===== src/hdl/obwpt_pkg.sv =====
// ----------------------------------------------------------------------------
// obwpt_pkg
// Shared constants and types of the output bank with pulse timers.
// ----------------------------------------------------------------------------
package obwpt_pkg;

   localparam int DEFAULT_NUM_OUTPUTS = 8;
   localparam int DEFAULT_COUNT_BITS  = 16;

   localparam int TYPE_BITS  = 3;
   localparam int INDEX_BITS = 3;
   localparam int TICKS_BITS = 16;
   localparam int PIN_BITS   = 8;
   localparam int MASK_BITS  = 8;

   localparam int CSR_ADDR_BITS = 3;
   localparam int CSR_DATA_BITS = 32;

   // register index, taken from paddr[2]
   localparam logic REG_INVERT_MASK = 1'b0;

   // request codes
   localparam logic [TYPE_BITS-1:0] REQ_SET    = 3'd0;
   localparam logic [TYPE_BITS-1:0] REQ_TOGGLE = 3'd1;
   localparam logic [TYPE_BITS-1:0] REQ_PULSE  = 3'd2;
   localparam logic [TYPE_BITS-1:0] REQ_GET    = 3'd3;
   localparam logic [TYPE_BITS-1:0] REQ_TICK   = 3'd4;

   typedef struct packed {
      logic [TYPE_BITS-1:0]  req_type;
      logic [INDEX_BITS-1:0] output_index;
      logic                  level;
      logic [TICKS_BITS-1:0] pulse_ticks;
   } request_type;

   typedef struct packed {
      logic [PIN_BITS-1:0] pin_levels;
      logic                read_level;
      logic                pulse_running;
   } result_type;

endpackage


===== src/hdl/obwpt_if.sv =====
// ----------------------------------------------------------------------------
// obwpt_if
// Valid/ready channels for requests and results.
// ----------------------------------------------------------------------------
interface obwpt_req_if
   import obwpt_pkg::*;
();
   logic                  valid;
   logic                  ready;
   logic [TYPE_BITS-1:0]  req_type;
   logic [INDEX_BITS-1:0] output_index;
   logic                  level;
   logic [TICKS_BITS-1:0] pulse_ticks;

   modport source (output valid, output req_type, output output_index, output level,
                   output pulse_ticks, input ready);
   modport sink   (input valid, input req_type, input output_index, input level,
                   input pulse_ticks, output ready);
endinterface

interface obwpt_rsp_if
   import obwpt_pkg::*;
();
   logic                valid;
   logic                ready;
   logic [PIN_BITS-1:0] pin_levels;
   logic                read_level;
   logic                pulse_running;

   modport source (output valid, output pin_levels, output read_level,
                   output pulse_running, input ready);
   modport sink   (input valid, input pin_levels, input read_level,
                   input pulse_running, output ready);
endinterface


===== src/hdl/obwpt_csr.sv =====
// ----------------------------------------------------------------------------
// obwpt_csr
// APB register port holding the pin invert mask.
// ----------------------------------------------------------------------------
module obwpt_csr
   import obwpt_pkg::*;
(
   input  logic                     clock,
   input  logic                     reset,
   input  logic                     psel,
   input  logic                     penable,
   input  logic                     pwrite,
   input  logic [CSR_ADDR_BITS-1:0] paddr,
   input  logic [CSR_DATA_BITS-1:0] pwdata,
   output logic [CSR_DATA_BITS-1:0] prdata,
   output logic                     pready,
   output logic [MASK_BITS-1:0]     invert_mask
);

   logic [MASK_BITS-1:0] invert_mask_ff;
   logic [MASK_BITS-1:0] invert_mask_in;
   logic                 wr_en;

   assign pready = 1'b1;
   assign wr_en  = psel && penable && pwrite && (paddr[2] == REG_INVERT_MASK);

   assign invert_mask_in = wr_en ? pwdata[MASK_BITS-1:0] : invert_mask_ff;

   always_ff @(posedge clock) begin
      if (reset) begin
         invert_mask_ff <= '0;
      end else begin
         invert_mask_ff <= invert_mask_in;
      end
   end

   always_comb begin
      prdata = '0;
      if (paddr[2] == REG_INVERT_MASK) begin
         prdata[MASK_BITS-1:0] = invert_mask_ff;
      end
   end

   assign invert_mask = invert_mask_ff;

endmodule


===== src/hdl/obwpt_core.sv =====
// ----------------------------------------------------------------------------
// obwpt_core
// Output levels and pulse counters; applies one request per fire.
// ----------------------------------------------------------------------------
module obwpt_core
   import obwpt_pkg::*;
#(
   parameter int NUM_OUTPUTS = DEFAULT_NUM_OUTPUTS,
   parameter int COUNT_BITS  = DEFAULT_COUNT_BITS
) (
   input  logic                 clock,
   input  logic                 reset,
   input  logic                 fire,
   input  request_type          req,
   input  logic [MASK_BITS-1:0] invert_mask,
   output result_type           result
);

   localparam int IDX_BITS = (NUM_OUTPUTS > 1) ? $clog2(NUM_OUTPUTS) : 1;

   logic [NUM_OUTPUTS-1:0] levels_ff;
   logic [NUM_OUTPUTS-1:0] levels_in;
   logic [COUNT_BITS-1:0]  counters_ff [NUM_OUTPUTS];
   logic [COUNT_BITS-1:0]  counters_in [NUM_OUTPUTS];

   logic [COUNT_BITS-1:0]  load_value;
   logic [IDX_BITS-1:0]    idx;
   logic                   idx_ok;
   logic [PIN_BITS-1:0]    pins;

   assign idx    = IDX_BITS'(req.output_index);
   assign idx_ok = 32'(req.output_index) < NUM_OUTPUTS;

   // saturate the pulse length to the counter range
   generate
      if (COUNT_BITS < TICKS_BITS) begin : g_sat
         assign load_value = (|req.pulse_ticks[TICKS_BITS-1:COUNT_BITS]) ?
                             '1 : req.pulse_ticks[COUNT_BITS-1:0];
      end else begin : g_nosat
         assign load_value = COUNT_BITS'(req.pulse_ticks);
      end
   endgenerate

   always_comb begin
      levels_in = levels_ff;
      for (int i = 0; i < NUM_OUTPUTS; i++) begin
         counters_in[i] = counters_ff[i];
      end
      if (req.req_type == REQ_TICK) begin
         for (int i = 0; i < NUM_OUTPUTS; i++) begin
            if (counters_ff[i] != '0) begin
               counters_in[i] = counters_ff[i] - COUNT_BITS'(1);
               if (counters_ff[i] == COUNT_BITS'(1)) begin
                  levels_in[i] = ~levels_ff[i];
               end
            end
         end
      end else if (idx_ok) begin
         priority if (req.req_type == REQ_SET) begin
            levels_in[idx] = req.level;
         end else if (req.req_type == REQ_TOGGLE) begin
            levels_in[idx] = ~levels_ff[idx];
         end else if (req.req_type == REQ_PULSE && req.pulse_ticks != '0) begin
            if (counters_ff[idx] == '0) begin
               levels_in[idx] = ~levels_ff[idx];
            end
            counters_in[idx] = load_value;
         end else begin
            levels_in = levels_ff;
         end
      end
   end

   generate
      for (genvar b = 0; b < PIN_BITS; b++) begin : g_pin
         if (b < NUM_OUTPUTS) begin : g_on
            assign pins[b] = levels_in[b] ^ invert_mask[b];
         end else begin : g_off
            assign pins[b] = 1'b0;
         end
      end
   endgenerate

   always_comb begin
      result.pin_levels    = pins;
      result.read_level    = idx_ok ? levels_in[idx] : 1'b0;
      result.pulse_running = idx_ok ? (counters_in[idx] != '0) : 1'b0;
   end

   always_ff @(posedge clock) begin
      if (reset) begin
         levels_ff <= '0;
         for (int i = 0; i < NUM_OUTPUTS; i++) begin
            counters_ff[i] <= '0;
         end
      end else if (fire) begin
         levels_ff <= levels_in;
         for (int i = 0; i < NUM_OUTPUTS; i++) begin
            counters_ff[i] <= counters_in[i];
         end
      end
   end

endmodule


===== src/hdl/output_bank_with_pulse_timers.sv =====
// ----------------------------------------------------------------------------
// output_bank_with_pulse_timers
// GPIO output bank with retriggerable one-shot pulse timers per output.
//
//   channel   kind        handshake       payload
//   req_chan  input       valid/ready     req_type, output_index, level, pulse_ticks
//   rsp_chan  output      valid/ready     pin_levels, read_level, pulse_running
//   csr_*     APB slave   psel/penable    invert_mask at address 0
//
// One request per cycle while the result does not stall; each request passes
// the input register, then the state update into the result register.
// All counters step in parallel on a tick, in one state update.
// Reset is synchronous and clears levels, counters and the invert mask.
// A stalled result holds the input register, which then drops req ready.
// ----------------------------------------------------------------------------
module output_bank_with_pulse_timers
   import obwpt_pkg::*;
#(
   parameter int NUM_OUTPUTS = DEFAULT_NUM_OUTPUTS,
   parameter int COUNT_BITS  = DEFAULT_COUNT_BITS
) (
   input  logic                     clock,
   input  logic                     reset,
   obwpt_req_if.sink                req_chan,
   obwpt_rsp_if.source              rsp_chan,
   input  logic                     csr_psel,
   input  logic                     csr_penable,
   input  logic                     csr_pwrite,
   input  logic [CSR_ADDR_BITS-1:0] csr_paddr,
   input  logic [CSR_DATA_BITS-1:0] csr_pwdata,
   output logic [CSR_DATA_BITS-1:0] csr_prdata,
   output logic                     csr_pready
);

   logic                 s1_valid_ff;
   logic                 s1_valid_in;
   request_type          s1_req_ff;
   logic                 rsp_valid_ff;
   logic                 rsp_valid_in;
   result_type           rsp_ff;
   result_type           core_result;
   logic [MASK_BITS-1:0] invert_mask;
   logic                 advance;
   logic                 accept;
   logic                 fire;

   obwpt_csr u_csr (
      .clock       (clock),
      .reset       (reset),
      .psel        (csr_psel),
      .penable     (csr_penable),
      .pwrite      (csr_pwrite),
      .paddr       (csr_paddr),
      .pwdata      (csr_pwdata),
      .prdata      (csr_prdata),
      .pready      (csr_pready),
      .invert_mask (invert_mask)
   );

   obwpt_core #(
      .NUM_OUTPUTS (NUM_OUTPUTS),
      .COUNT_BITS  (COUNT_BITS)
   ) u_core (
      .clock       (clock),
      .reset       (reset),
      .fire        (fire),
      .req         (s1_req_ff),
      .invert_mask (invert_mask),
      .result      (core_result)
   );

   assign advance        = !rsp_valid_ff || rsp_chan.ready;
   assign req_chan.ready = !s1_valid_ff || advance;
   assign accept         = req_chan.valid && req_chan.ready;
   assign fire           = s1_valid_ff && advance;

   assign s1_valid_in  = accept ? 1'b1 : (advance ? 1'b0 : s1_valid_ff);
   assign rsp_valid_in = fire ? 1'b1 : (rsp_chan.ready ? 1'b0 : rsp_valid_ff);

   always_ff @(posedge clock) begin
      if (reset) begin
         s1_valid_ff  <= 1'b0;
         rsp_valid_ff <= 1'b0;
      end else begin
         s1_valid_ff  <= s1_valid_in;
         rsp_valid_ff <= rsp_valid_in;
      end
   end

   always_ff @(posedge clock) begin
      if (accept) begin
         s1_req_ff.req_type     <= req_chan.req_type;
         s1_req_ff.output_index <= req_chan.output_index;
         s1_req_ff.level        <= req_chan.level;
         s1_req_ff.pulse_ticks  <= req_chan.pulse_ticks;
      end
      if (fire) begin
         rsp_ff <= core_result;
      end
   end

   assign rsp_chan.valid         = rsp_valid_ff;
   assign rsp_chan.pin_levels    = rsp_ff.pin_levels;
   assign rsp_chan.read_level    = rsp_ff.read_level;
   assign rsp_chan.pulse_running = rsp_ff.pulse_running;

   // assertions
   a_ready_low_means_full: assert property (@(posedge clock) disable iff (reset)
      !req_chan.ready |-> (s1_valid_ff && rsp_valid_ff && !rsp_chan.ready))
      else $error("request ready low without a full pipeline");

   a_fire_gives_result: assert property (@(posedge clock) disable iff (reset)
      fire |=> rsp_valid_ff)
      else $error("processed request produced no result");

   a_pulse_runs: assert property (@(posedge clock) disable iff (reset)
      (fire && s1_req_ff.req_type == REQ_PULSE && s1_req_ff.pulse_ticks != '0 &&
       32'(s1_req_ff.output_index) < NUM_OUTPUTS) |=> rsp_ff.pulse_running)
      else $error("pulse request did not start its counter");

endmodule

===== src/flat_wrapper.sv =====
// flat-port wrapper written by rule: the top's interface ports become plain ports
module output_bank_with_pulse_timers_flat import obwpt_pkg::*;
#(
   parameter int NUM_OUTPUTS = DEFAULT_NUM_OUTPUTS,
   parameter int COUNT_BITS  = DEFAULT_COUNT_BITS
)
  (clock, reset, csr_psel, csr_penable, csr_pwrite, csr_paddr, csr_pwdata, csr_prdata, csr_pready, req_chan_valid, req_chan_req_type, req_chan_output_index, req_chan_level, req_chan_pulse_ticks, req_chan_ready, rsp_chan_valid, rsp_chan_pin_levels, rsp_chan_read_level, rsp_chan_pulse_running, rsp_chan_ready);
  obwpt_req_if req_chan_i ();
  obwpt_rsp_if rsp_chan_i ();
  input  logic clock;
  input  logic reset;
  input  logic csr_psel;
  input  logic csr_penable;
  input  logic csr_pwrite;
  input  logic [CSR_ADDR_BITS-1:0] csr_paddr;
  input  logic [CSR_DATA_BITS-1:0] csr_pwdata;
  output logic [CSR_DATA_BITS-1:0] csr_prdata;
  output logic csr_pready;
  input wire logic [$bits(req_chan_i.valid)-1:0] req_chan_valid;
  input wire logic [$bits(req_chan_i.req_type)-1:0] req_chan_req_type;
  input wire logic [$bits(req_chan_i.output_index)-1:0] req_chan_output_index;
  input wire logic [$bits(req_chan_i.level)-1:0] req_chan_level;
  input wire logic [$bits(req_chan_i.pulse_ticks)-1:0] req_chan_pulse_ticks;
  output wire logic [$bits(req_chan_i.ready)-1:0] req_chan_ready;
  output wire logic [$bits(rsp_chan_i.valid)-1:0] rsp_chan_valid;
  output wire logic [$bits(rsp_chan_i.pin_levels)-1:0] rsp_chan_pin_levels;
  output wire logic [$bits(rsp_chan_i.read_level)-1:0] rsp_chan_read_level;
  output wire logic [$bits(rsp_chan_i.pulse_running)-1:0] rsp_chan_pulse_running;
  input wire logic [$bits(rsp_chan_i.ready)-1:0] rsp_chan_ready;
  assign req_chan_i.valid = req_chan_valid;
  assign req_chan_i.req_type = req_chan_req_type;
  assign req_chan_i.output_index = req_chan_output_index;
  assign req_chan_i.level = req_chan_level;
  assign req_chan_i.pulse_ticks = req_chan_pulse_ticks;
  assign req_chan_ready = req_chan_i.ready;
  assign rsp_chan_valid = rsp_chan_i.valid;
  assign rsp_chan_pin_levels = rsp_chan_i.pin_levels;
  assign rsp_chan_read_level = rsp_chan_i.read_level;
  assign rsp_chan_pulse_running = rsp_chan_i.pulse_running;
  assign rsp_chan_i.ready = rsp_chan_ready;
  output_bank_with_pulse_timers #(.NUM_OUTPUTS(NUM_OUTPUTS), .COUNT_BITS(COUNT_BITS)) u_core (.clock(clock), .reset(reset), .req_chan(req_chan_i), .rsp_chan(rsp_chan_i), .csr_psel(csr_psel), .csr_penable(csr_penable), .csr_pwrite(csr_pwrite), .csr_paddr(csr_paddr), .csr_pwdata(csr_pwdata), .csr_prdata(csr_prdata), .csr_pready(csr_pready));
endmodule

===== config.mk =====
export PLATFORM = sky130hd
export DESIGN_NAME = output_bank_with_pulse_timers_flat
export DESIGN_NICKNAME = d
export VERILOG_FILES = /design/src/hdl/obwpt_pkg.sv /design/src/hdl/obwpt_if.sv /design/src/hdl/obwpt_csr.sv /design/src/hdl/obwpt_core.sv /design/src/hdl/output_bank_with_pulse_timers.sv /design/src/flat_wrapper.sv
export SDC_FILE = /design/constraint.sdc
export NUM_CORES = 1
export LEC_CHECK = 0
export BUFFER_PORTS_ARGS = -buffer_cell sky130_fd_sc_hd__buf_2
export CORE_MARGIN = 10
export CORE_UTILIZATION = 40
export DETAILED_ROUTE_END_ITERATION = 12
export SYNTH_ARGS = -nofsm -noshare
export SYNTH_HDL_FRONTEND = slang
export SYNTH_HIERARCHICAL = 1
export SYNTH_SLANG_ARGS = --single-unit
export TNS_END_PERCENT = 20

===== constraint.sdc =====
create_clock -name clock -period 4.9 [get_ports clock]
set_input_delay 0.98 -clock clock [delete_from_list [all_inputs] [get_ports clock]]
set_output_delay 0.98 -clock clock [all_outputs]
set_load 0.005 [all_outputs]

# Yosys cells after proc, flatten, opt, wreduce, memory -nomap -nowiden

Memory sizes are Yosys's and may differ from the RTL's. A register that Yosys moved wholly into a read port is not among the register bits.
Index checks and enable logic that the tools add are counted.

Magnitude comparators: 4
Reductions and logical operators: 26
Add/subtract/negate cells: 8
Bitwise logic cells: 27
Equal/unequal tests: 11
Multiplexer cells: 66

Operators with widths:

| cell                  | count |
|---|---|
| $mux 128              | 4 |
| $mux 16               | 19 |
| $reduce_bool 16->1    | 10 |
| $bwmux 128            | 1 |
| $eq 16x1->1 const B   | 8 |
| $sub 16x1->16 const B | 8 |
| $bmux 16 s3           | 1 |
| $demux 16 s3          | 1 |
| $mux 8                | 6 |
| $mux 1                | 28 |
| $bwmux 8              | 2 |
| $logic_not 16->1      | 1 |
| $not 1->1             | 10 |
| $logic_and 1x1->1     | 8 |
| $or 1x1->1            | 8 |
| $xor 1x1->1           | 8 |
| $bmux 1 s3            | 2 |
| $ge 4x4->1 const B    | 1 |
| $lt 3x4->1 const B    | 1 |
| $lt 4x1->1 const B    | 1 |
| $not 3->4             | 1 |
| $reduce_bool 2->1     | 2 |
| $demux 1 s3           | 1 |
| $eq 3x1->1 const B    | 1 |
| other kinds (7)       | 9 |

Memories: 1
RAM bits: 128
Output and inout port bits: 45
Register bits: 51
Logic and storage cells: 154
Input bits: 65

Memory list:

| name                      | depth | bits a word | rd ports | clocked after Yosys merged registers in | wr ports | RTL line         | text |
|---|---|---|---|---|---|---|---|
| u_core.u_core.counters_ff | 8     | 16          | 9        | 1                                       | 8        | obwpt_core.sv:23 | `logic [COUNT_BITS-1:0] counters_ff [NUM_OUTPUTS];` |

# Longest topological paths before layout

Word-level depth: 14
Gate-level depth with buffers: 14
Gate-level depth less buffers: 12

# Cells and area by module

The synthesis kept the hierarchy.

Modules (own cells, without submodules):

| module                        | instances | cells each | area each (um2) | seq. area each (um2) |
|---|---|---|---|---|
| obwpt_core                    | 1         | 1480       | 11613.6         | 4003.8 |
| output_bank_with_pulse_timers | 1         | 43         | 1094.8          | 1031.0 |
| obwpt_csr                     | 1         | 70         | 630.6           | 160.2 |

# Worst setup path before layout

Ideal clock, no wire load.

Kind: input to register
Start: in rsp_chan_ready
End: mem u_core/u_core/counters_ff[0][0] (netlist name), enable pin
Setup time: 0.481 ns
Buffers on the path: 1
Arrival time: 4.275 ns
Stages on the path: 5
Setup slack: 0.145 ns
Required time: 4.419 ns
Cells stage by stage: nand2b_1 -> and2_2 -> clkbuf_1 -> nor2_1 -> inv_1

RTL lines:

| element         | RTL line           | text |
|---|---|---|
| start, declared | flat_wrapper.sv:29 | `input wire logic [$bits(rsp_chan_i.ready)-1:0] rsp_chan_ready;` |
| end, declared   | obwpt_core.sv:23   |  |

==> implementation parameters <==
Parameter                              Value

Clock tree
  TritonCTS Sinks    179
  Clock slew seen by the registers of the worst setup and hold paths    0.08 ns
  Cts repair resizes    0
  TritonCTS clock tree    yes
  Number of H-tree levels    4
  Max clock buf depth    2
  Total setup buffers inserted after CTS    0
  Insertion delay to the later sink of the worst-skew pair    between 0.4 and 0.5 ns
  CTS buffer count    17
  Library cell used as clock root buffer    sky130_fd_sc_hd__clkbuf_16
  Cts-stage hold buffer count    0

Yosys
  Mapped cell area    0.0133 mm2
  Synthesis Warnings    6
  Library cell occupying the most area in the post-synthesis netlist    sky130_fd_sc_hd__edfxtp_1
  Post-synthesis cell count    around 1600
  Main flop type after synthesis    sky130_fd_sc_hd__edfxtp_1
  Fraction of post-synthesis cell area in the top cell type by area    0.362
  Per-instance average area after synthesis    8.37 um2
  Biggest area contributors in the synthesized netlist    sky130_fd_sc_hd__edfxtp_1, sky130_fd_sc_hd__nor2_1, sky130_fd_sc_hd__nor3_1
  Part of the Yosys area used for sequential elements    0.389
  Count of flip-flops with a built-in enable after synthesis    161
  Async set-or-reset flop fraction in the synthesized netlist    0
  Distinct cell type count after synthesis    93
  Number of flip-flops and latches in the synthesized netlist    179

STA
  Actual transition at the worst max-transition pin    0.986 ns
  Final Hold Viols    0
  Setup repair after global routing missed its margin    false
  Tightest slew margin relative to the limit    0.342
  Setup violation total in the final timing report    0
  Sum of negative setup slack    0 ns
  Worst hold slack across all endpoints    ~0.5 ns
  Maximum clock skew at final layout    0.0178 ns
  Maximum achievable frequency    0.224 GHz
  Post-route clock period utilization    0.909
  Max-slew violation count    0
  Final setup margin    0.444 ns
  Minimum period implied by the final worst setup slack    ~4.5 ns

Final layout
  Flip-flop and latch area    0.00519 mm2
  Number of filler cells placed in the layout    3262
  Cell Count, Final, Fillers Out    2089
  Share of final-layout standard cells stronger than drive strength 1    0.125
  Area delta synth->final    11.1%
  Total Nets Final    1715
  Multi-input combinational cell area    ~0.0075 mm2
  Commonest cells after routing, fill and taps aside    sky130_fd_sc_hd__nor2_1, sky130_fd_sc_hd__edfxtp_1, sky130_fd_sc_hd__nand2_1, sky130_fd_sc_hd__nor3_1
  Most common cell after layout, fill and taps aside    sky130_fd_sc_hd__nor2_1

Route
  Wirelength per Cell    around 24 um
  Number of DRC markers in iteration 0    1818
  Total via count after detailed routing    between 10000 and 15000
  Number of remaining DRC errors    0
  1st-pass router iterations    5
  Detail Route Antenna Nets    0
  Average via count per standard cell    ~6.5
  Total routed wirelength    roughly 50 mm

Pwr
  Design Power    4.16 mW
  Share of total power in sequential cells    0.467
  Combinational share of power    0.184
  Total power per unit cell area    between 200 and 300 mW/mm2
  Internal power    2.80 mW
  IR drop worst, VDD    0.249 mV
  Switching part of the total power    0.328
  Switching power of the nets    1.36 mW
  Portion of total power attributed to the clock network    0.349
  Leakage power    5.26 nW

GRT
  GR Layer Usage met3    0.0441
  Highest-utilization routing layer at the global route stage    met2
  Number of global-route vias before repair    12306
  Largest net degree at the start of global routing    74
  Total global routing track utilization    0.236
  Met2 capacity usage during global routing    0.368
  Met1 track demand over resource    0.315
  First-pass GRT wire length    75.5 mm
  Total overflow reported by the global router    0
  Number of antenna violations at the first check in global routing    2

Worst setup path
  Reg-to-Reg End    u_core/rsp_chan.pulse_running$_DFFE_PP_
  Kind of start point of the critical path    flop
  Type of the worst setup path    flop to flop
  CP Capture Type    flop
  Start of the worst register-to-register path    u_core/u_core/counters_ff[1][0]$_SDFFCE_PN0P_
  Required time worst endpoint    5.10 ns
  Crit path max fanout    10
  Cells on worst reg2reg path    13
  Data arrival at the endpoint of the critical path    4.66 ns
  Setup slack of the worst register-to-register path    0.44 ns

Floorplanning
  Area of the die    between 0.04 and 0.05 mm2
  Number of I/O pins    110
  Initial Utilization    0.408
  Die H    203 um
  FP Rows    66
  Width of the chip    203 um
  Core Box Area    0.0327 mm2

Place
  Routability-driven placement congestion ratio    about 0.94
  Setup Slack @ Placement    between 0.5 and 0.6 ns
  Number of buffers added on ports    58
  Number of instances in the placed design    roughly 2000
  Dpl hpwl    35.3 mm

Outcome
  Status    finished clean

Worst hold path
  Hold Path End    u_core/rsp_chan.valid$_SDFFE_PP0P_
  Hold wc startpoint    u_core/s1_valid_ff$_SDFFE_PP0P_
  Type of the tightest min-delay check    flop to flop
  Cell depth of the worst min-delay path    2

Flow run
  Total of max-cap violations    0
[per-layer routing]
| layer | up-vias | share of wire |
|---|---|---|
| li1 | 6169 | - |
| met1 | 6470 | 0.40 |
| met2 | 775 | 0.45 |
| met3 | 137 | 0.10 |
| met4 | 0 | 0.042 |
| met5 | - | 0 |
[flip-flops by register name, summed over array words and instances (netlist names)]
name and flops:
u_core/rsp_chan.pin_levels 8, u_core/rsp_chan.pulse_running 1, u_core/rsp_chan.read_level 1, u_core/rsp_chan.valid 1
u_core/s1_req_ff 23, u_core/s1_valid_ff 1, u_core/u_core/counters_ff 128, u_core/u_core/levels_ff 8
u_core/u_csr/invert_mask 8
[synthesized netlist by cell type, types with 9 or more instances]
master	count
sky130_fd_sc_hd__nand3_1	54
sky130_fd_sc_hd__mux2i_1	17
sky130_fd_sc_hd__a21oi_1	80
sky130_fd_sc_hd__o22ai_1	14
sky130_fd_sc_hd__nor3_1	82
sky130_fd_sc_hd__o21ai_0	80
sky130_fd_sc_hd__a211oi_1	26
sky130_fd_sc_hd__nand2_1	107
sky130_fd_sc_hd__nor2b_1	13
sky130_fd_sc_hd__nor2_1	269
sky130_fd_sc_hd__or4_1	23
sky130_fd_sc_hd__clkbuf_1	80
sky130_fd_sc_hd__inv_1	40
sky130_fd_sc_hd__or2_2	9
sky130_fd_sc_hd__or3_1	18
sky130_fd_sc_hd__o211ai_1	19
sky130_fd_sc_hd__nand2b_1	23
sky130_fd_sc_hd__dfxtp_1	18
sky130_fd_sc_hd__edfxtp_1	161
sky130_fd_sc_hd__o21a_1	15
sky130_fd_sc_hd__and2_1	22
sky130_fd_sc_hd__o31ai_1	13
sky130_fd_sc_hd__buf_4	31
sky130_fd_sc_hd__ha_1	17
sky130_fd_sc_hd__o221ai_1	26
sky130_fd_sc_hd__a31oi_1	30
sky130_fd_sc_hd__nand4_1	36
sky130_fd_sc_hd__a221oi_1	19
sky130_fd_sc_hd__nor4_1	52
[through the flow]
stage	instance area, um2	util
after floorplan	13400	-
after CTS	14800	0.453
after global placement	14200	0.434
after global routing	14800	0.453
after detailed placement	14200	0.434
final	14800	0.453
[final cells by class]
class / instances / area share
clock inverter: 12 / 0.00870
clock buffer: 20 / 0.0330
antenna: 1 / 0.000169
inverter: 41 / 0.0106
multi-input combinational: 1271 / 0.505
sequential: 179 / 0.351
tap: 442 / 0.0373
timing repair buffer: 123 / 0.0551
[power by group through the flow]
| stage | Sequential [mW] | Combinational [mW] | Clock (mW) |
|---|---|---|---|
| 2_1_floorplan | 1.90 | 0.529 | 0 |
| 3_3_place_gp | 1.97 | 0.738 | 0 |
| 3_5_place_dp | 1.97 | 0.741 | 0 |
| 4_1_cts | 1.94 | 0.746 | 1.48 |
| 5_1_grt | 1.96 | 0.829 | 1.54 |
| 6_report | 1.95 | 0.766 | 1.45 |
[cells by family after synthesis]
family | share of synthesized area
mux | 0.0195
buf+inv | 0.0571
compound gates | 0.216
other cells | 0.000563
fa+ha+maj | 0.0159
simple gates | 0.294
flops | 0.389
xor+xnor | 0.00722
[worst max-delay path: stages, from the launching register on]
cell and delay (ns):
sky130_fd_sc_hd__edfxtp_1 0.48, sky130_fd_sc_hd__inv_1 0.12, sky130_fd_sc_hd__ha_1 0.36, sky130_fd_sc_hd__or4b_2 0.71
sky130_fd_sc_hd__nor4_2 0.17, sky130_fd_sc_hd__buf_4 0.17, sky130_fd_sc_hd__nor2_1 0.05, sky130_fd_sc_hd__a221o_1 0.39
sky130_fd_sc_hd__a2111oi_0 0.42, sky130_fd_sc_hd__nand4_1 0.18, sky130_fd_sc_hd__or4_1 0.55, sky130_fd_sc_hd__o31ai_1 0.17
sky130_fd_sc_hd__a21oi_1 0.18, sky130_fd_sc_hd__a32o_1 0.26
[worst max path at each step]
stage / startpoint / to / depth (start not counted)
2_1_floorplan: rsp_chan_ready / u_core/u_core/counters_ff[0][0]$_SDFFCE_PN0P_ / 5
3_5_place_dp: u_core/u_core/counters_ff[1][0]$_SDFFCE_PN0P_ / u_core/rsp_chan.pulse_running$_DFFE_PP_ / 13
5_1_grt: u_core/u_core/counters_ff[1][0]$_SDFFCE_PN0P_ / u_core/rsp_chan.pulse_running$_DFFE_PP_ / 13
3_3_place_gp: u_core/u_core/counters_ff[1][1]$_SDFFCE_PN0P_ / u_core/rsp_chan.pulse_running$_DFFE_PP_ / 13
4_1_cts: u_core/u_core/counters_ff[1][0]$_SDFFCE_PN0P_ / u_core/rsp_chan.pulse_running$_DFFE_PP_ / 13
6_report: u_core/u_core/counters_ff[1][0]$_SDFFCE_PN0P_ / u_core/rsp_chan.pulse_running$_DFFE_PP_ / 13
Note: power is estimated with default switching activity, not from simulation.
